File: src/hw/rtl/i2c_master_byte_sequencer_assert.svh
// Assertion macros shared by the sequencer modules.
`ifndef I2C_MASTER_BYTE_SEQUENCER_ASSERT_SVH
`define I2C_MASTER_BYTE_SEQUENCER_ASSERT_SVH

// Clocked check, held off while reset is high.
`define SEQ_ASSERT(label, prop, msg) \
  label: assert property (@(posedge clk) disable iff (rst) prop) else $error(msg);

// Clocked check that also holds through reset.
`define SEQ_ASSERT_ALWAYS(label, prop, msg) \
  label: assert property (@(posedge clk) prop) else $error(msg);

`endif

File: src/hw/rtl/i2cms_pkg.sv
// ----------------------------------------------------------------------------
// I2C master byte sequencer package
// Codes, command and status types shared by controller, datapath and top.
// ----------------------------------------------------------------------------
package i2cms_pkg;

  localparam int BYTE_W            = 8;
  localparam int BITS_PER_BYTE_DEF = 8;
  localparam int CFG_ADDR_W        = 2;

  typedef enum logic [2:0] {
    REQ_START     = 3'd0,
    REQ_STOP      = 3'd1,
    REQ_WRITE     = 3'd2,
    REQ_READ_ACK  = 3'd3,
    REQ_READ_NACK = 3'd4,
    REQ_SAMPLE    = 3'd5
  } req_t;

  typedef enum logic [2:0] {
    K_PIN_WRITE  = 3'd0,
    K_SAMPLE_REQ = 3'd1,
    K_DONE       = 3'd2,
    K_BYTE       = 3'd3,
    K_NACK       = 3'd4
  } kind_t;

  typedef enum logic [CFG_ADDR_W-1:0] {
    REG_SDA_MASK  = 2'd0,
    REG_SCL_MASK  = 2'd1,
    REG_CTRL_MASK = 2'd2
  } cfg_reg_t;

  // Pin word selection for a pin write
  typedef enum logic [3:0] {
    PS_ZERO,
    PS_ALL,
    PS_SCL_CTRL,
    PS_SCL,
    PS_CTRL,
    PS_SDA_CTRL,
    PS_CTRL_PREV,
    PS_CTRL_DBIT,
    PS_CTRL_SCL_DBIT,
    PS_PREV,
    PS_SAMPLE_SDA
  } psel_t;

  // Datapath register actions
  typedef enum logic [3:0] {
    ACT_NONE,
    ACT_WR_INIT,
    ACT_WR_SHIFT,
    ACT_RD_INIT_ACK,
    ACT_RD_INIT_NACK,
    ACT_CAPTURE,
    ACT_RD_BIT,
    ACT_NACK_SET,
    ACT_STOP_END
  } act_t;

  typedef enum logic [4:0] {
    ST_IDLE,
    ST_WAIT_STOP,
    ST_WAIT_ACK,
    ST_WAIT_READ,
    ST_START_ALL,
    ST_START_SC,
    ST_DONE,
    ST_STOP_REQ,
    ST_WR_PREV,
    ST_WR_DBIT,
    ST_WR_CLK,
    ST_WR_LAST,
    ST_WR_SCL,
    ST_WR_REQ,
    ST_STP_A,
    ST_STP_B,
    ST_STP_END,
    ST_ACK_ZERO,
    ST_RD_SCL,
    ST_RD_REQ,
    ST_RD_BIT,
    ST_RA_CTRL,
    ST_RA_SC,
    ST_RN_CTRL,
    ST_RN_SDAC,
    ST_RN_ALL,
    ST_RD_ZERO,
    ST_RD_BYTE
  } state_t;

  typedef struct packed {
    logic  go;     // load the output register this cycle
    kind_t kind;
    psel_t psel;
    logic  last;
    act_t  act;
  } cmd_t;

  typedef struct packed {
    logic out_free;
    logic stop_needed;
    logic sda_high;
    logic wr_last;
    logic rd_last;
    logic pend_nack;
    logic after_nack;
  } sts_t;

endpackage

File: src/hw/rtl/i2cms_datapath.sv
// ----------------------------------------------------------------------------
// I2C master byte sequencer datapath
// Mask registers, bit shifters, sample capture and the output register.
// ----------------------------------------------------------------------------
module i2cms_datapath
  import i2cms_pkg::*;
#(
  parameter int BITS_PER_BYTE = BITS_PER_BYTE_DEF
) (
  input  logic                  clk,
  input  logic                  rst,
  input  logic                  cfg_we,
  input  logic [CFG_ADDR_W-1:0] cfg_addr,
  input  logic [BYTE_W-1:0]     cfg_wdata,
  input  logic [BYTE_W-1:0]     data_byte,
  input  logic [BYTE_W-1:0]     pin_sample,
  input  cmd_t                  cmd,
  output sts_t                  sts,
  output logic                  m_valid,
  input  logic                  m_ready,
  output logic [2:0]            out_kind,
  output logic [BYTE_W-1:0]     pin_word,
  output logic [BYTE_W-1:0]     read_byte,
  output logic                  last
);

  localparam int CNT_W = $clog2(BITS_PER_BYTE + 1);
  localparam logic [CNT_W-1:0] CNT_FULL    = CNT_W'(BITS_PER_BYTE);
  localparam logic [CNT_W-1:0] CNT_WR_LAST = CNT_W'(BITS_PER_BYTE - 1);
  localparam logic [CNT_W-1:0] CNT_ONE     = CNT_W'(1);

  logic [BYTE_W-1:0] sda_mask, scl_mask, ctrl_mask;
  logic [BYTE_W-1:0] all_mask;
  logic [BYTE_W-1:0] data_sh;
  logic [BYTE_W-1:0] shift_byte;
  logic [BYTE_W-1:0] sample;
  logic [CNT_W-1:0]  cnt;
  logic              prev_bit;
  logic              pend_nack;
  logic              after_nack;
  logic              dbit;
  logic [BYTE_W-1:0] dbit_word;
  logic [BYTE_W-1:0] prev_word;
  logic [BYTE_W-1:0] samp_sda;
  logic [BYTE_W-1:0] pin_sel;

  assign all_mask  = sda_mask | scl_mask | ctrl_mask;
  assign dbit      = data_sh[BYTE_W-1];
  assign dbit_word = dbit ? sda_mask : '0;
  assign prev_word = prev_bit ? sda_mask : '0;
  assign samp_sda  = sample & sda_mask;

  always_comb begin
    unique case (cmd.psel)
      PS_ZERO:          pin_sel = '0;
      PS_ALL:           pin_sel = all_mask;
      PS_SCL_CTRL:      pin_sel = scl_mask | ctrl_mask;
      PS_SCL:           pin_sel = scl_mask;
      PS_CTRL:          pin_sel = ctrl_mask;
      PS_SDA_CTRL:      pin_sel = sda_mask | ctrl_mask;
      PS_CTRL_PREV:     pin_sel = ctrl_mask | prev_word;
      PS_CTRL_DBIT:     pin_sel = ctrl_mask | dbit_word;
      PS_CTRL_SCL_DBIT: pin_sel = ctrl_mask | scl_mask | dbit_word;
      PS_PREV:          pin_sel = prev_word;
      PS_SAMPLE_SDA:    pin_sel = samp_sda;
      default:          pin_sel = '0;
    endcase
  end

  always_ff @(posedge clk) begin
    if (rst) begin
      sda_mask  <= BYTE_W'(1);
      scl_mask  <= BYTE_W'(2);
      ctrl_mask <= BYTE_W'(4);
    end else if (cfg_we) begin
      if (cfg_addr == REG_SDA_MASK)  sda_mask  <= cfg_wdata;
      if (cfg_addr == REG_SCL_MASK)  scl_mask  <= cfg_wdata;
      if (cfg_addr == REG_CTRL_MASK) ctrl_mask <= cfg_wdata;
    end
  end

  // Control state of the bit sequencing
  always_ff @(posedge clk) begin
    if (rst) begin
      cnt        <= '0;
      prev_bit   <= 1'b0;
      pend_nack  <= 1'b0;
      after_nack <= 1'b0;
    end else begin
      unique case (cmd.act)
        ACT_WR_INIT: begin
          cnt      <= '0;
          prev_bit <= 1'b0;
        end
        ACT_WR_SHIFT: begin
          cnt      <= cnt + CNT_ONE;
          prev_bit <= dbit;
        end
        ACT_RD_INIT_ACK: begin
          cnt       <= CNT_FULL;
          pend_nack <= 1'b0;
        end
        ACT_RD_INIT_NACK: begin
          cnt       <= CNT_FULL;
          pend_nack <= 1'b1;
        end
        ACT_RD_BIT:   if (cnt != '0) cnt <= cnt - CNT_ONE;
        ACT_NACK_SET: after_nack <= 1'b1;
        ACT_STOP_END: after_nack <= 1'b0;
        default: ;
      endcase
    end
  end

  // Payload shifters
  always_ff @(posedge clk) begin
    unique case (cmd.act)
      ACT_WR_INIT:      data_sh <= data_byte;
      ACT_WR_SHIFT:     data_sh <= {data_sh[BYTE_W-2:0], 1'b0};
      ACT_RD_INIT_ACK,
      ACT_RD_INIT_NACK: shift_byte <= '0;
      ACT_CAPTURE:      sample <= pin_sample;
      ACT_RD_BIT:       shift_byte <= {shift_byte[BYTE_W-2:0], (samp_sda != '0)};
      default: ;
    endcase
  end

  // Output register: loads while empty or while the present transfer completes
  always_ff @(posedge clk) begin
    if (rst) begin
      m_valid <= 1'b0;
    end else if (cmd.go) begin
      m_valid <= 1'b1;
    end else if (m_ready) begin
      m_valid <= 1'b0;
    end
  end

  always_ff @(posedge clk) begin
    if (cmd.go) begin
      out_kind  <= cmd.kind;
      pin_word  <= (cmd.kind == K_PIN_WRITE) ? pin_sel : '0;
      read_byte <= (cmd.kind == K_BYTE) ? shift_byte : '0;
      last      <= cmd.last;
    end
  end

  assign sts.out_free    = !m_valid || m_ready;
  assign sts.stop_needed = (sample & all_mask) != all_mask;
  assign sts.sda_high    = samp_sda != '0;
  assign sts.wr_last     = cnt == CNT_WR_LAST;
  assign sts.rd_last     = cnt == CNT_ONE;
  assign sts.pend_nack   = pend_nack;
  assign sts.after_nack  = after_nack;

`include "i2c_master_byte_sequencer_assert.svh"

  `SEQ_ASSERT(a_cnt_range, cnt <= CNT_FULL, "bit counter beyond byte length")
  `SEQ_ASSERT(a_byte_only_kind, m_valid && out_kind != K_BYTE |-> read_byte == '0, "read byte on non-byte result")
  `SEQ_ASSERT(a_pin_only_write, m_valid && out_kind != K_PIN_WRITE |-> pin_word == '0, "pin word on non-write result")

endmodule

File: src/hw/rtl/i2cms_ctrl.sv
// ----------------------------------------------------------------------------
// I2C master byte sequencer controller
// Walks the pin-write sequence of each command, one result per cycle while the output register has room.
// ----------------------------------------------------------------------------
module i2cms_ctrl
  import i2cms_pkg::*;
(
  input  logic       clk,
  input  logic       rst,
  input  logic       s_valid,
  output logic       s_ready,
  input  logic [2:0] req_type,
  input  sts_t       sts,
  output cmd_t       cmd
);

  state_t state, state_next;
  logic   emit;
  state_t emit_next;
  act_t   emit_act;

  always_ff @(posedge clk) begin
    if (rst) begin
      state <= ST_IDLE;
    end else begin
      state <= state_next;
    end
  end

  always_comb begin
    state_next = state;
    s_ready    = 1'b0;
    emit       = 1'b0;
    emit_next  = state;
    emit_act   = ACT_NONE;
    cmd.go     = 1'b0;
    cmd.kind   = K_PIN_WRITE;
    cmd.psel   = PS_ZERO;
    cmd.last   = 1'b0;
    cmd.act    = ACT_NONE;

    unique case (state)
      ST_IDLE: begin
        s_ready = 1'b1;
        if (s_valid) begin
          unique case (req_type)
            REQ_START:     state_next = ST_START_ALL;
            REQ_STOP:      state_next = ST_STOP_REQ;
            REQ_WRITE: begin
              cmd.act    = ACT_WR_INIT;
              state_next = ST_WR_PREV;
            end
            REQ_READ_ACK: begin
              cmd.act    = ACT_RD_INIT_ACK;
              state_next = ST_RD_SCL;
            end
            REQ_READ_NACK: begin
              cmd.act    = ACT_RD_INIT_NACK;
              state_next = ST_RD_SCL;
            end
            default: ;  // samples and unknown codes drop here
          endcase
        end
      end
      ST_WAIT_STOP, ST_WAIT_ACK, ST_WAIT_READ: begin
        s_ready = 1'b1;
        if (s_valid && req_type == REQ_SAMPLE) begin
          cmd.act = ACT_CAPTURE;
          priority case (state)
            ST_WAIT_STOP: state_next = ST_STP_A;
            ST_WAIT_ACK:  state_next = ST_ACK_ZERO;
            default:      state_next = ST_RD_BIT;
          endcase
        end
      end
      ST_START_ALL: begin
        emit = 1'b1; cmd.psel = PS_ALL; emit_next = ST_START_SC;
      end
      ST_START_SC: begin
        emit = 1'b1; cmd.psel = PS_SCL_CTRL; emit_next = ST_DONE;
      end
      ST_DONE: begin
        emit = 1'b1; cmd.kind = K_DONE; cmd.last = 1'b1; emit_next = ST_IDLE;
      end
      ST_STOP_REQ: begin
        emit = 1'b1; cmd.kind = K_SAMPLE_REQ; cmd.last = 1'b1; emit_next = ST_WAIT_STOP;
      end
      ST_WR_PREV: begin
        emit = 1'b1; cmd.psel = PS_CTRL_PREV; emit_next = ST_WR_DBIT;
      end
      ST_WR_DBIT: begin
        emit = 1'b1; cmd.psel = PS_CTRL_DBIT; emit_next = ST_WR_CLK;
      end
      ST_WR_CLK: begin
        emit      = 1'b1;
        cmd.psel  = PS_CTRL_SCL_DBIT;
        emit_act  = ACT_WR_SHIFT;
        emit_next = sts.wr_last ? ST_WR_LAST : ST_WR_PREV;
      end
      ST_WR_LAST: begin
        emit = 1'b1; cmd.psel = PS_PREV; emit_next = ST_WR_SCL;
      end
      ST_WR_SCL: begin
        emit = 1'b1; cmd.psel = PS_SCL; emit_next = ST_WR_REQ;
      end
      ST_WR_REQ: begin
        emit = 1'b1; cmd.kind = K_SAMPLE_REQ; cmd.last = 1'b1; emit_next = ST_WAIT_ACK;
      end
      ST_STP_A: begin
        emit = 1'b1;
        if (sts.stop_needed) begin
          cmd.psel  = PS_SCL_CTRL;
          emit_next = ST_STP_B;
        end else begin
          // pins already released: finish straight away
          cmd.kind  = sts.after_nack ? K_NACK : K_DONE;
          cmd.last  = 1'b1;
          emit_act  = ACT_STOP_END;
          emit_next = ST_IDLE;
        end
      end
      ST_STP_B: begin
        emit = 1'b1; cmd.psel = PS_ALL; emit_next = ST_STP_END;
      end
      ST_STP_END: begin
        emit      = 1'b1;
        cmd.kind  = sts.after_nack ? K_NACK : K_DONE;
        cmd.last  = 1'b1;
        emit_act  = ACT_STOP_END;
        emit_next = ST_IDLE;
      end
      ST_ACK_ZERO: begin
        emit     = 1'b1;
        cmd.psel = PS_ZERO;
        if (sts.sda_high) begin
          // no ack from the target: release the bus and report
          emit_act  = ACT_NACK_SET;
          emit_next = ST_STOP_REQ;
        end else begin
          emit_next = ST_DONE;
        end
      end
      ST_RD_SCL: begin
        emit = 1'b1; cmd.psel = PS_SCL; emit_next = ST_RD_REQ;
      end
      ST_RD_REQ: begin
        emit = 1'b1; cmd.kind = K_SAMPLE_REQ; cmd.last = 1'b1; emit_next = ST_WAIT_READ;
      end
      ST_RD_BIT: begin
        emit     = 1'b1;
        cmd.psel = PS_SAMPLE_SDA;
        emit_act = ACT_RD_BIT;
        if (!sts.rd_last) begin
          emit_next = ST_RD_SCL;
        end else if (sts.pend_nack) begin
          emit_next = ST_RN_CTRL;
        end else begin
          emit_next = ST_RA_CTRL;
        end
      end
      ST_RA_CTRL: begin
        emit = 1'b1; cmd.psel = PS_CTRL; emit_next = ST_RA_SC;
      end
      ST_RA_SC: begin
        emit = 1'b1; cmd.psel = PS_SCL_CTRL; emit_next = ST_RD_ZERO;
      end
      ST_RN_CTRL: begin
        emit = 1'b1; cmd.psel = PS_CTRL; emit_next = ST_RN_SDAC;
      end
      ST_RN_SDAC: begin
        emit = 1'b1; cmd.psel = PS_SDA_CTRL; emit_next = ST_RN_ALL;
      end
      ST_RN_ALL: begin
        emit = 1'b1; cmd.psel = PS_ALL; emit_next = ST_RD_ZERO;
      end
      ST_RD_ZERO: begin
        emit = 1'b1; cmd.psel = PS_ZERO; emit_next = ST_RD_BYTE;
      end
      ST_RD_BYTE: begin
        emit = 1'b1; cmd.kind = K_BYTE; cmd.last = 1'b1; emit_next = ST_IDLE;
      end
      default: state_next = ST_IDLE;
    endcase

    // Advance only when the output register can take the result
    if (emit && sts.out_free) begin
      cmd.go     = 1'b1;
      cmd.act    = emit_act;
      state_next = emit_next;
    end
  end

`include "i2c_master_byte_sequencer_assert.svh"

  `SEQ_ASSERT(a_no_emit_when_listening, !(s_ready && cmd.go), "result emitted while taking input")
  `SEQ_ASSERT(a_go_needs_room, cmd.go |-> sts.out_free, "output register overrun")
  `SEQ_ASSERT(a_last_returns_to_listen, cmd.go && cmd.last |=> s_ready, "no listen state after last result")

endmodule

File: src/hw/rtl/i2c_master_byte_sequencer.sv
// ----------------------------------------------------------------------------
// I2C master byte sequencer
// Turns start, stop, write and read commands into bit-banged pin-word writes.
// ----------------------------------------------------------------------------
// Usage:
//   s_axis carries commands and pin samples (tuser = request type). m_axis
//   carries results (tuser = result kind); tlast marks the final result of
//   the input item that caused it. Each pin-sample request on m_axis must be
//   answered by a sample item on s_axis before the next command is taken.
//   Masks are written through cfg_we/cfg_addr/cfg_wdata while the block idles.
// Timing:
//   An accepted item selects its first result state, which then loads that
//   result into the output register; further results follow one per cycle
//   while m_axis has room, so a write command gives 27 results, a start 3.
//   A sample accepted while a result is awaited decodes in the same way.
//   The controller walks one result per cycle while the output register has room; that sets the throughput.
// Reset:
//   rst clears the state machine and the output valid, and reloads the masks
//   with SDA=1, SCL=2, CTRL=4.
// Stall:
//   While m_axis_tready is low the current result holds and the sequence
//   pauses; s_axis_tready stays low until the last result has been loaded.
// ----------------------------------------------------------------------------
module i2c_master_byte_sequencer
  import i2cms_pkg::*;
#(
  parameter int BITS_PER_BYTE = BITS_PER_BYTE_DEF
) (
  input  logic                  clk,
  input  logic                  rst,
  input  logic                  cfg_we,
  input  logic [CFG_ADDR_W-1:0] cfg_addr,
  input  logic [BYTE_W-1:0]     cfg_wdata,
  input  logic                  s_axis_tvalid,
  output logic                  s_axis_tready,
  input  logic [15:0]           s_axis_tdata,   // data_byte [7:0], pin_sample [15:8]
  input  logic [2:0]            s_axis_tuser,   // req_type [2:0]
  output logic                  m_axis_tvalid,
  input  logic                  m_axis_tready,
  output logic [15:0]           m_axis_tdata,   // pin_word [7:0], read_byte [15:8]
  output logic [2:0]            m_axis_tuser,   // out_kind [2:0]
  output logic                  m_axis_tlast
);

  cmd_t              cmd;
  sts_t              sts;
  logic [BYTE_W-1:0] pin_word;
  logic [BYTE_W-1:0] read_byte;

  i2cms_ctrl u_ctrl (
    .clk      (clk),
    .rst      (rst),
    .s_valid  (s_axis_tvalid),
    .s_ready  (s_axis_tready),
    .req_type (s_axis_tuser),
    .sts      (sts),
    .cmd      (cmd)
  );

  i2cms_datapath #(
    .BITS_PER_BYTE (BITS_PER_BYTE)
  ) u_datapath (
    .clk        (clk),
    .rst        (rst),
    .cfg_we     (cfg_we),
    .cfg_addr   (cfg_addr),
    .cfg_wdata  (cfg_wdata),
    .data_byte  (s_axis_tdata[7:0]),
    .pin_sample (s_axis_tdata[15:8]),
    .cmd        (cmd),
    .sts        (sts),
    .m_valid    (m_axis_tvalid),
    .m_ready    (m_axis_tready),
    .out_kind   (m_axis_tuser),
    .pin_word   (pin_word),
    .read_byte  (read_byte),
    .last       (m_axis_tlast)
  );

  assign m_axis_tdata = {read_byte, pin_word};

endmodule
File: config.mk
export PLATFORM = sky130hd
export DESIGN_NAME = i2c_master_byte_sequencer
export DESIGN_NICKNAME = d
export VERILOG_FILES = /design/src/hw/rtl/i2cms_pkg.sv /design/src/hw/rtl/i2cms_datapath.sv /design/src/hw/rtl/i2cms_ctrl.sv /design/src/hw/rtl/i2c_master_byte_sequencer.sv
export VERILOG_INCLUDE_DIRS = /design/src /design/src/hw/rtl
export SDC_FILE = /design/constraint.sdc
export NUM_CORES = 1
export LEC_CHECK = 0
export BUFFER_PORTS_ARGS = -buffer_cell sky130_fd_sc_hd__buf_4
export CAP_MARGIN = 0
export CORE_MARGIN = 2
export CORE_UTILIZATION = 54
export CTS_BUF_LIST = sky130_fd_sc_hd__clkbuf_2
export DETAILED_ROUTE_END_ITERATION = 7
export PLACE_DENSITY = 0.86
export SYNTH_ARGS = -nofsm -noshare
export SYNTH_HDL_FRONTEND = slang
export SYNTH_SLANG_ARGS = --single-unit
File: constraint.sdc
create_clock -name clk -period 2.25 [get_ports clk]
set_input_delay 0.45 -clock clk [delete_from_list [all_inputs] [get_ports clk]]
set_output_delay 0.45 -clock clk [all_outputs]
set_load 0.005 [all_outputs]
* Word-level counts from Yosys, hierarchy flattened
Cells that the tools add are included.
Widths: inputs -> output; s select.
** Operators by class
- Add/sub/neg operators :: 2
- Eq/ne operators :: 62
- Multiplexer cells :: 42
- Bitwise logic cells :: 9
- Reductions and logical operators :: 34
** Operators with widths (number)
- $pmux 5 s21 :: 1
- $pmux 8 s10 :: 1
- $eq 5x5->1 const B :: 12
- $or 8x8->8 :: 7
- $pmux 4 s11 :: 1
- $eq 5x4->1 const B :: 8
- $eq 4x3->1 const B :: 9
- $pmux 8 s2 :: 2
- $reduce_or 24->1 :: 1
- $ne 22x22->1 const B :: 1
- $eq 5x3->1 const B :: 4
- $mux 4 :: 5
- $mux 5 :: 4
- $pmux 4 s5 :: 1
- $pmux 5 s4 :: 1
- $and 8x8->8 :: 2
- $eq 4x2->1 const B :: 4
- $eq 4x4->1 const B :: 4
- $mux 8 :: 2
- $pmux 4 s4 :: 1
- $pmux 3 s5 :: 1
- $pmux 5 s3 :: 1
- $eq 4x1->1 const B :: 3
- $mux 3 :: 4
- other kinds (35) :: 69
** Word-level totals
- Bits in registers :: 81
- Input bits :: 34
- Output and inout port bits :: 22
- Logic and storage cells :: 165

* Depth between registers and ports, before layout
Gate-level depths: netlist of run 1.
- Depth in word-level cells :: 11
- Mapped depth :: 9
- Mapped depth without buffers :: 8

* Hierarchy
Synthesis of run 1 repeated with hierarchy kept, for this count alone.
** Unflattened totals
- Cell total of the unflattened synthesis :: 536
- Area, all modules :: 4844.6 µm²
** Modules (own cells, without submodules)
- i2cms_datapath :: times used 1, cells each 368, area each 3771.1 µm², seq. area each 1961.9 µm²
- i2cms_ctrl :: times used 1, cells each 168, area each 1073.5 µm², seq. area each 100.1 µm²

* Worst setup path after synthesis of run 1
No wires, ideal clock.
- Path type :: input -> register
- From :: in m_axis_tready
- To :: reg u_datapath.data_sh[1], data pin
- Library setup time :: 0.262 ns
- Arrival :: 1.891 ns
- Required time :: 1.988 ns
- Slack :: 0.096 ns
- Stages :: 7
- Buffers on the path :: 3
- Path through :: nand2b_1 -> buf_2 -> and3_1 -> buf_2 -> nor4_2 -> buf_2 -> mux2_1
** On the way
- Cells in the longest elaborated chain, start to end :: 5
- Elaborated cells between the ends (all ways) :: 6
- Those cells by class :: 2 x eq/ne; 2 x mux; 2 x reduce/logical
** Ends and longest elaborated chain
- from (decl) :: RTL line i2c_master_byte_sequencer.sv:39 : input logic m_axis_tready,
- $logic_or 1x1->1 * :: RTL line i2cms_datapath.sv:148 : assign sts.out_free = !m_valid || m_ready;
- $logic_and 1x1->1 * :: RTL line i2cms_ctrl.sv:186 : if (emit && sts.out_free) begin
- $mux 4 * :: RTL line i2cms_ctrl.sv:186
- $eq 4x2->1 or $eq 4x1->1 (tied branches) :: RTL line i2cms_datapath.sv:117 : unique case (cmd.act)
- $pmux 8 s2 * :: RTL line i2cms_datapath.sv:117
- to (signal assigned) :: RTL line i2cms_datapath.sv:118 : ACT_WR_INIT: data_sh <= data_byte;
- to (signal assigned) :: RTL line i2cms_datapath.sv:119 : ACT_WR_SHIFT: data_sh <= {data_sh[BYTE_W-2:0], 1'b0};
- to (decl) :: RTL line i2cms_datapath.sv:34 : logic [BYTE_W-1:0] data_sh;
Every way passes the cells marked *; elsewhere a longest branch is shown, timed or not.
A chain may end at the register's enable or synchronous reset.

* Worst setup path after layout of run 1
- From :: reg u_ctrl.state[2]
- To :: reg u_datapath.pin_word[7], data pin
** On the way
- Cells in the longest elaborated chain, start to end :: 5
- Elaborated cells between the ends (all ways) :: 41
- Those cells by class :: 32 x eq/ne; 3 x mux; 6 x reduce/logical
** Ends and longest elaborated chain
- from (decl) :: RTL line i2cms_ctrl.sv:17 : state_t state, state_next;
- from (signal assigned) :: RTL line i2cms_ctrl.sv:26 : state <= state_next;
- $eq 5x3->1, or another cell as far along :: RTL line i2cms_ctrl.sv:42 : unique case (state)
- $reduce_or 3->1 (no source line) or $reduce_or 2->1 (tied branches)
- $pmux 4 s11 :: RTL line i2cms_ctrl.sv:42
- $eq 4x4->1, or another cell as far along :: RTL line i2cms_datapath.sv:54 : unique case (cmd.psel)
- $pmux 8 s10 :: RTL line i2cms_datapath.sv:54
- to (signal assigned) :: RTL line i2cms_datapath.sv:142 : pin_word <= (cmd.kind == K_PIN_WRITE) ? pin_sel : '0;
- to (decl) :: RTL line i2cms_datapath.sv:22 : output logic [BYTE_W-1:0] pin_word,
Parallel ways exist; a longest one is shown, timed or not.

==> metrics.md, run 1 <==
| Metric | Value |
|---|---|
| CP max stage delay | `between 400 and 500 ps` |
| # rows | `33` |
| Slew headroom | `0.5690` |
| Seq/Total Area, Yosys | `0.4584` |
| Cell with the most instances after synthesis | `nor2_1` |
| Starting Density | `0.5530` |
| RSZ-0062 raised after global routing | `true` |
| Least-Margin Pin Slew | `~640 ps` |
| CP Max Fanout | `16` |
| H-tree Lvls | `3` |
| Worst setup EP type | `register` |
| Clock Sink Count | `about 80` |
| Worst-Skew Late Latency | `approximately 580 ps` |
| Mean routed wirelength per cell | `~18 µm` |
| Syn_nets | `between 500 and 600` |
| Syn Inst Count | `approximately 480` |
| Worst EP required | `about 2600 ps` |
| Slowest CP cell | `dfxtp_4` |
| Metal-1 WL | `about 5000 µm` |
| Peak Freq | `about 460 MHz` |
| CP arrival | `about 2500 ps` |
| Final hold violation count | `0` |
| Final HPWL DP | `about 8600 µm` |
| Initial antenna violation count | `0` |
| Sequential share of power | `0.410` |
| Synth cell count leaders | `64 x nor2_1, 44 x edfxtp_1, 37 x dfxtp_1` |
| Worst Skew | `32.36 ps` |
| Reg clk slew, reported paths | `roughly 260 ps` |
| Main synth FF type | `edfxtp_1` |
| Highest routing layer actually used | `met4` |
| P_int | `between 3000 and 4000 µW` |
| CP Cell Sequence | `buf_4, nor2b_1, and3b_1, nor2_1, buf_4, buf_4, nand2b_1, a222oi_1, o31ai_1` |
| Syn Area/Cell | `around 9.5 µm²` |
| Max Cap Viol | `0` |
| Placed Area | `approximately 0.0052 mm²` |
| Power Dens Cells | `944.7 mW/mm²` |
| Status | `complete, no violations` |
| Sw frac | `0.3656` |
| Final Cycle Share | `0.9729` |
| Yosys warns | `0` |
| CP startpoint kind | `register` |
| Synthesis-stage register bit count | `81` |
| GRT Resource Usage Total | `0.2643` |
| Non-Filler Instances | `around 670` |
| PnR worst setup slack | `between 60 and 70 ps` |
| First-pass GRT wire length | `18420 µm` |
| Mapped cell area | `about 0.0045 mm²` |
| CTS root buf | `clkbuf_2` |
| Average vias per placed instance | `roughly 6.1` |
| Initial DRC count | `~420` |
| DRC viols | `0` |
| Fin nets | `596` |
| Layout cells sized above 1 | `0.2429` |
| Synth top area cells | `edfxtp_1 29%, dfxtp_1 16%, mux2i_1 5.6%` |
| Crit path kind | `reg2reg` |
| Antenna fix cells | `0` |
| Met2 wire length | `5534 µm` |
| CTS tree | `done` |
| Routed vias | `around 4100` |
| Pre-antenna DRT Iters | `6` |
| Die H | `roughly 95 µm` |
| Die Wd | `around 95 µm` |
| Switch Pwr | `between 1500 and 2000 µW` |
| Gpl congestion | `~1.0` |
| Vias in the first global route | `approximately 3700` |
| Setup WS pre-CTS | `-50.75 ps` |
| Top cell type's share of synthesized area | `0.2937` |
| Largest net degree at the start of global routing | `25` |
| Total negative slack | `0 ps` |
| Min Tclk post-route | `approximately 2200 ps` |
| CTS Buffer Depth | `2` |
| DIE AREA | `between 0.009 and 0.01 mm²` |
| Total Power Consumption | `5151 µW` |
| Placed Instances | `646` |
| Routed WL | `between 10000 and 15000 µm` |
| Async SR Flop Fraction | `0` |
| Clock share of power | `0.186` |
| IO Pins | `56` |
| PortBufs | `55` |
| Distinct cells, synth | `67` |
| Met3 routed WL | `986 µm` |
| Combinational power share | `0.404` |
| Leak Pwr | `approximately 0.0023 µW` |
| Crit-path most repeated cell | `buf_4` |
| Area Overhead vs Synth | `21.22%` |
| Setup violators final | `0` |
| Worst IR Drop VDD | `~0.37 mV` |
| Synth area leader | `edfxtp_1` |
| Max-slew violations | `0` |
| Antenna violation net count after detailed routing | `0` |
| Total gr overflow | `0` |
| Path category of the worst min-delay check | `in2reg` |
| Final Cell Area | `0.005453 mm²` |
| Total CTS buffers | `9` |
| Core area | `0.008134 mm²` |
| Post-synth EDFFs | `44` |
==> state kept, by name, indices dropped and copies added (netlist names), 3 cells and up <==
name                   count
u_datapath.cnt             4
u_datapath.shift_byte      8
u_datapath.read_byte       8
u_datapath.out_kind        3
u_datapath.sda_mask        8
u_datapath.sample          8
u_datapath.pin_word        8
u_datapath.data_sh         8
u_datapath.ctrl_mask       8
u_ctrl.state               5
u_datapath.scl_mask        8
==> path summary, 6_finish.rpt <==
check                         from                      to  slack, ps  cells after the start
min reg2reg  u_datapath.after_nack   u_datapath.after_nack        530                      2
max                u_ctrl.state[2]  u_datapath.pin_word[7]         60                      9
min               s_axis_tdata[15]    u_datapath.sample[7]         20                      1
max reg2reg        u_ctrl.state[2]  u_datapath.pin_word[7]         60                      9
==> repair_timing <==
item / CTS / global route
pin swaps: 0 / 1
hold buffers: 0 / 1
gates resized for setup: 2 / 13
hold endpoints to repair: 0 / 1
buffers inserted: 0 / 6
endpoints found under the setup margin: 6 / 25
==> worst max-delay path, delay by kind of cell (launching register included) <==
kind                   cells  cell delay (ps)
and+or+nand+nor            4              520
DFF                        1              440
buffers and inverters      3              460
AOI/OAI and AO/OA          2              500
==> layer usage <==
layer / vias to the layer above / global-route usage
met5: - / 0
met3: 36 / 0.04427
met4: 0 / 0.1075
met2: 225 / 0.4249
li1: 1913 / -
met1: 1906 / 0.3550
==> metrics by stage <==
step / hold WS (ps) / util
after floorplan: 459.7 / -
after global placement: 475.0 / 0.6402
after detailed placement: 500.0 / 0.6402
after CTS: 4.129 / 0.6585
after global routing: 6.266 / 0.6704
final: 15.47 / 0.6704
==> cells in the final DEF, fill, tap and decap left out, types with 3 or more instances in the layout <==
cell | synthesis | final
a211oi_1 | 5 | 5
a21o_1 | 5 | 5
a21oi_1 | 28 | 27
a221oi_1 | 3 | 3
a222oi_1 | 5 | 5
a22oi_1 | 8 | 8
and2_1 | 20 | 20
and3_1 | 3 | 3
buf_4 | 0 | 98
clkbuf_2 | 0 | 9
dfxtp_1 | 37 | 32
dfxtp_2 | 0 | 4
edfxtp_1 | 44 | 44
ha_1 | 3 | 3
inv_1 | 13 | 12
mux2_1 | 6 | 6
mux2i_1 | 25 | 25
nand2_1 | 29 | 29
nand2b_1 | 5 | 5
nand3_1 | 16 | 16
nand3b_1 | 4 | 4
nand4_1 | 3 | 3
nand4b_1 | 3 | 3
nor2_1 | 64 | 60
nor2_2 | 0 | 4
nor2b_1 | 13 | 13
nor3_1 | 16 | 16
nor3b_1 | 4 | 3
nor4b_1 | 4 | 4
o211ai_1 | 3 | 3
o21ai_0 | 16 | 16
o21ai_1 | 6 | 6
o22ai_1 | 5 | 5
o2bb2ai_1 | 3 | 3
o31ai_1 | 4 | 4
or3_1 | 5 | 5
==> power groups by stage <==
stage	sequential [µW]	combinational, µW	clock, µW
after detailed placement	2140	1950	0
after global placement	2120	1910	0
after global routing	2140	2260	1020
after CTS	2110	1960	958
after floorplan	2080	1160	0
final	2110	2080	958
==> cell families after synthesis <==
kind of cell | share of synthesized area
muxes | 0.07316
AOI/OAI and AO/OA | 0.1691
adders and majority gates | 0.008346
DFF | 0.4584
buffers and inverters | 0.04339
xor gates and xnor gates | 0.005843
and+or+nand+nor | 0.2417
==> cell type report <==
type / count / area, µm²
Clock buffer: 9 / 45.04
Clock inverter: 7 / 101.3
Fill cell: 657 / 2681
Inverter: 14 / 52.55
Multi-Input combinational cell: 352 / 2275
Sequential cell: 81 / 2071
Tap cell: 105 / 131.4
Timing Repair Buffer: 101 / 777.0
Power figures use the tool's default switching activity.
==> run 2: changes to the inputs <==
--- a/config.mk
+++ b/config.mk
@@ -15,4 +15,5 @@
 export PLACE_DENSITY = 0.86
 export SYNTH_ARGS = -nofsm -noshare
 export SYNTH_HDL_FRONTEND = slang
+export SYNTH_HIERARCHICAL = 1
 export SYNTH_SLANG_ARGS = --single-unit
==> metrics.md, run 2 <==
| Metric | Value |
|---|---|
| Status | `finished, violations left` |
| Failing checks | `negative setup slack` |
| PnR worst setup slack | `-758.6 ps (-819.5 ps)` |
| Min-Delay Startpoint | `s_axis_tdata[13]` |
| First-pass GRT wire length | `26420 µm (+43%)` |
| H-tree Lvls | `3 (unchanged)` |
| Post-synth EDFFs | `44 (unchanged)` |
| CTS Buffer Depth | `2 (unchanged)` |
| Reg2reg start | `u_datapath/ctrl_mask[1]` |
| Least-Margin Pin Slew | `745.9 ps (+101.4 ps)` |
| Antenna violation net count after detailed routing | `0 (unchanged)` |
| GRT Resource Usage Total | `0.3414 (+0.07712)` |
| Area Overhead vs Synth | `57.08%` |
| Async SR Flop Fraction | `0 (unchanged)` |
| Gpl congestion | `0.9700 (-4.1%)` |
| Final Cycle Share | `1.337 (+0.3642)` |
| PortBufs | `55 (unchanged)` |
| Synth area leader | `edfxtp_1` |
| Final Core Density | `0.8726 (+0.2022)` |
| Syn Inst Count | `536 (+13%)` |
| Average vias per placed instance | `6.753 (+11%)` |
| Distinct cells, synth | `73 (+9.0%)` |
| Worst Skew | `80.02 ps (+47.66 ps)` |
| Initial DRC count | `1018 (+140%)` |
| Final hold violation count | `0 (unchanged)` |
| Layout cells sized above 1 | `0.4863 (+0.2434)` |
| Core area | `0.008721 mm² (+7.2%)` |
| # rows | `34 (+3.0%)` |
| Max Cap Viol | `0 (unchanged)` |
| Synthesis-stage register bit count | `81 (unchanged)` |
| Setup violators final | `67 (+67)` |
| Antenna fix cells | `0 (unchanged)` |
| DRC viols | `0 (unchanged)` |
| CP arrival | `3430 ps (+910 ps)` |
| Max-slew violations | `0 (unchanged)` |
| Final HPWL DP | `11360 µm (+32%)` |
| Vias in the first global route | `5132 (+38%)` |
| Starting Density | `0.5555 (+0.002532)` |
| Total gr overflow | `0 (unchanged)` |
| Worst EP required | `2670 ps (+90 ps)` |
| Path category of the worst min-delay check | `in2reg` |
| Worst-Skew Late Latency | `600 ps (+20 ps)` |
| Peak Freq | `332.4 MHz (-27%)` |
| Routed WL | `20790 µm (+77%)` |
| Setup WS pre-CTS | `-632.9 ps (-582.2 ps)` |
| Placed Area | `0.006494 mm² (+25%)` |
| Total negative slack | `-40100 ps (-40100 ps)` |
| IO Pins | `56 (unchanged)` |
| Most common cell after layout, fill and taps aside | `buf_4` |
| Min Tclk post-route | `3009 ps (+819.5 ps)` |
| Crit path kind | `reg2reg` |
| Pre-antenna DRT Iters | `8 (+2)` |
| CP startpoint kind | `register` |
| Total CTS buffers | `9 (unchanged)` |
| Commonest cells after routing, fill and taps aside | `210 x buf_4, 51 x nor2_1, 44 x edfxtp_1` |
| Synth cell count leaders | `57 x nor2_1, 44 x edfxtp_1, 41 x nand2_1` |
| CTS root buf | `clkbuf_2` |
| DIE AREA | `0.009746 mm² (+7.4%)` |
| Final Cell Area | `0.007610 mm² (+40%)` |
| Worst setup EP type | `register` |
| Mapped cell area | `0.004845 mm² (+7.7%)` |
| Critical path origin | `u_datapath/ctrl_mask[1]` |
| Worst IR Drop VDD | `0.9798 mV (+170%)` |
| Seq/Total Area, Yosys | `0.4256 (-0.03279)` |
| Initial antenna violation count | `0 (unchanged)` |
| Routed vias | `5895 (+44%)` |
| Syn Area/Cell | `9.039 µm² (-4.6%)` |
| Die H | `98.72 µm (+3.6%)` |
| CTS tree | `done` |
| Reg clk slew, reported paths | `320 ps (+60 ps)` |
| Largest net degree at the start of global routing | `41 (+64%)` |
| RSZ-0062 raised after global routing | `true` |
| Clock Sink Count | `81 (unchanged)` |
| Yosys warns | `6 (+6)` |
| Syn_nets | `574 (+12%)` |
| Power Dens Cells | `1315 mW/mm² (+39%)` |
| Leak Pwr | `0.003169 µW (+40%)` |
| Cell with the most instances after synthesis | `nor2_1` |
| Fin nets | `798 (+34%)` |
| Synth top area cells | `edfxtp_1 27%, dfxtp_1 15%, mux2i_1 4.5%` |
| Top cell type's share of synthesized area | `0.2727 (-0.02101)` |
| CP Max Fanout | `7 (-9)` |
| Die Wd | `98.72 µm (+3.6%)` |
| Mean routed wirelength per cell | `23.82 µm (+36%)` |
| Min Hold Slack | `54.64 ps (+39.17 ps)` |
| Main synth FF type | `edfxtp_1` |
| Slew headroom | `0.5017 (-0.06736)` |
[run 2: worst paths after layout]
kind / slack, ps / to / cells after the start
hold reg to reg: 590 / u_datapath/read_byte[7] / 1
setup reg to reg: -760 / u_datapath/pin_word[3] / 13
setup / recovery: -760 / u_datapath/pin_word[3] / 13
hold / removal: 50 / u_datapath/sample[5] / 1
[run 2: layer usage]
layer  track usage  vias to the layer above  share of wire
met3       0.07447                      157           0.12
met2        0.5531                      603           0.45
met4       0.09273                        0          0.056
met5             0                        -              0
met1        0.4667                     2693           0.37
li1              -                     2442              -
[run 2: critical path, cell delays in order, from the launching register on]
cell and delay, ps:
dfxtp_1 390, nor3_1 260, o22ai_1 170, nor2_1 190
nand2_2 90, nand2_2 70, nand2b_1 70, a221oi_2 310
o32ai_4 190, buf_6 160, nor4b_4 340, a22o_1 310
o21ai_1 80, a31oi_1 190
[run 2: area by class of cell]
cell class,count,area [µm²]
Sequential cell,81,2083
Inverter,18,72.57
Tap cell,108,135.1
Clock inverter,7,106.4
Timing Repair Buffer,250,2086
Fill cell,343,1111
Multi-Input combinational cell,400,3082
Clock buffer,9,45.04
[run 2: cells by family (layout without fill, tap and decap cells)]
| kind of cell | after synthesis | count (layout) | synth area share |
|---|---|---|---|
| fa+ha+maj | 4 | 4 | 0.01033 |
| buf+inv | 57 | 284 | 0.05268 |
| flops | 81 | 81 | 0.4256 |
| compound gates | 147 | 147 | 0.2009 |
| xor+xnor | 6 | 6 | 0.01240 |
| simple gates | 210 | 212 | 0.2317 |
| mux | 31 | 31 | 0.06637 |
[run 2: stage by stage]
| stage | cells | power (µW) |
|---|---|---|
| 6_report | 873 | 10010 |
| 5_1_grt | 873 | 10380 |
| 4_1_cts | 852 | 9075 |
| 3_5_place_dp | 804 | 7425 |
| 3_3_place_gp | 804 | 7352 |
| 2_1_floorplan | 536 | 5165 |
[run 2: repair_timing]
| item | CTS | global route |
|---|---|---|
| setup buffers | 30 | 15 |
| hold buffers | 0 | 6 |
| resized for setup | 63 | 69 |
| pin swaps | 41 | 48 |
| setup endpoints to repair | 64 | 67 |
| endpoints found under the hold margin | 0 | 6 |
| cloned | 2 | 1 |
[run 2: power by group]
part	switching (µW)	internal (µW)	total (µW)
Sequential	185	1990	2180
Combinational	3520	3300	6810
Clock	624	392	1020
Total	4330	5680	10000
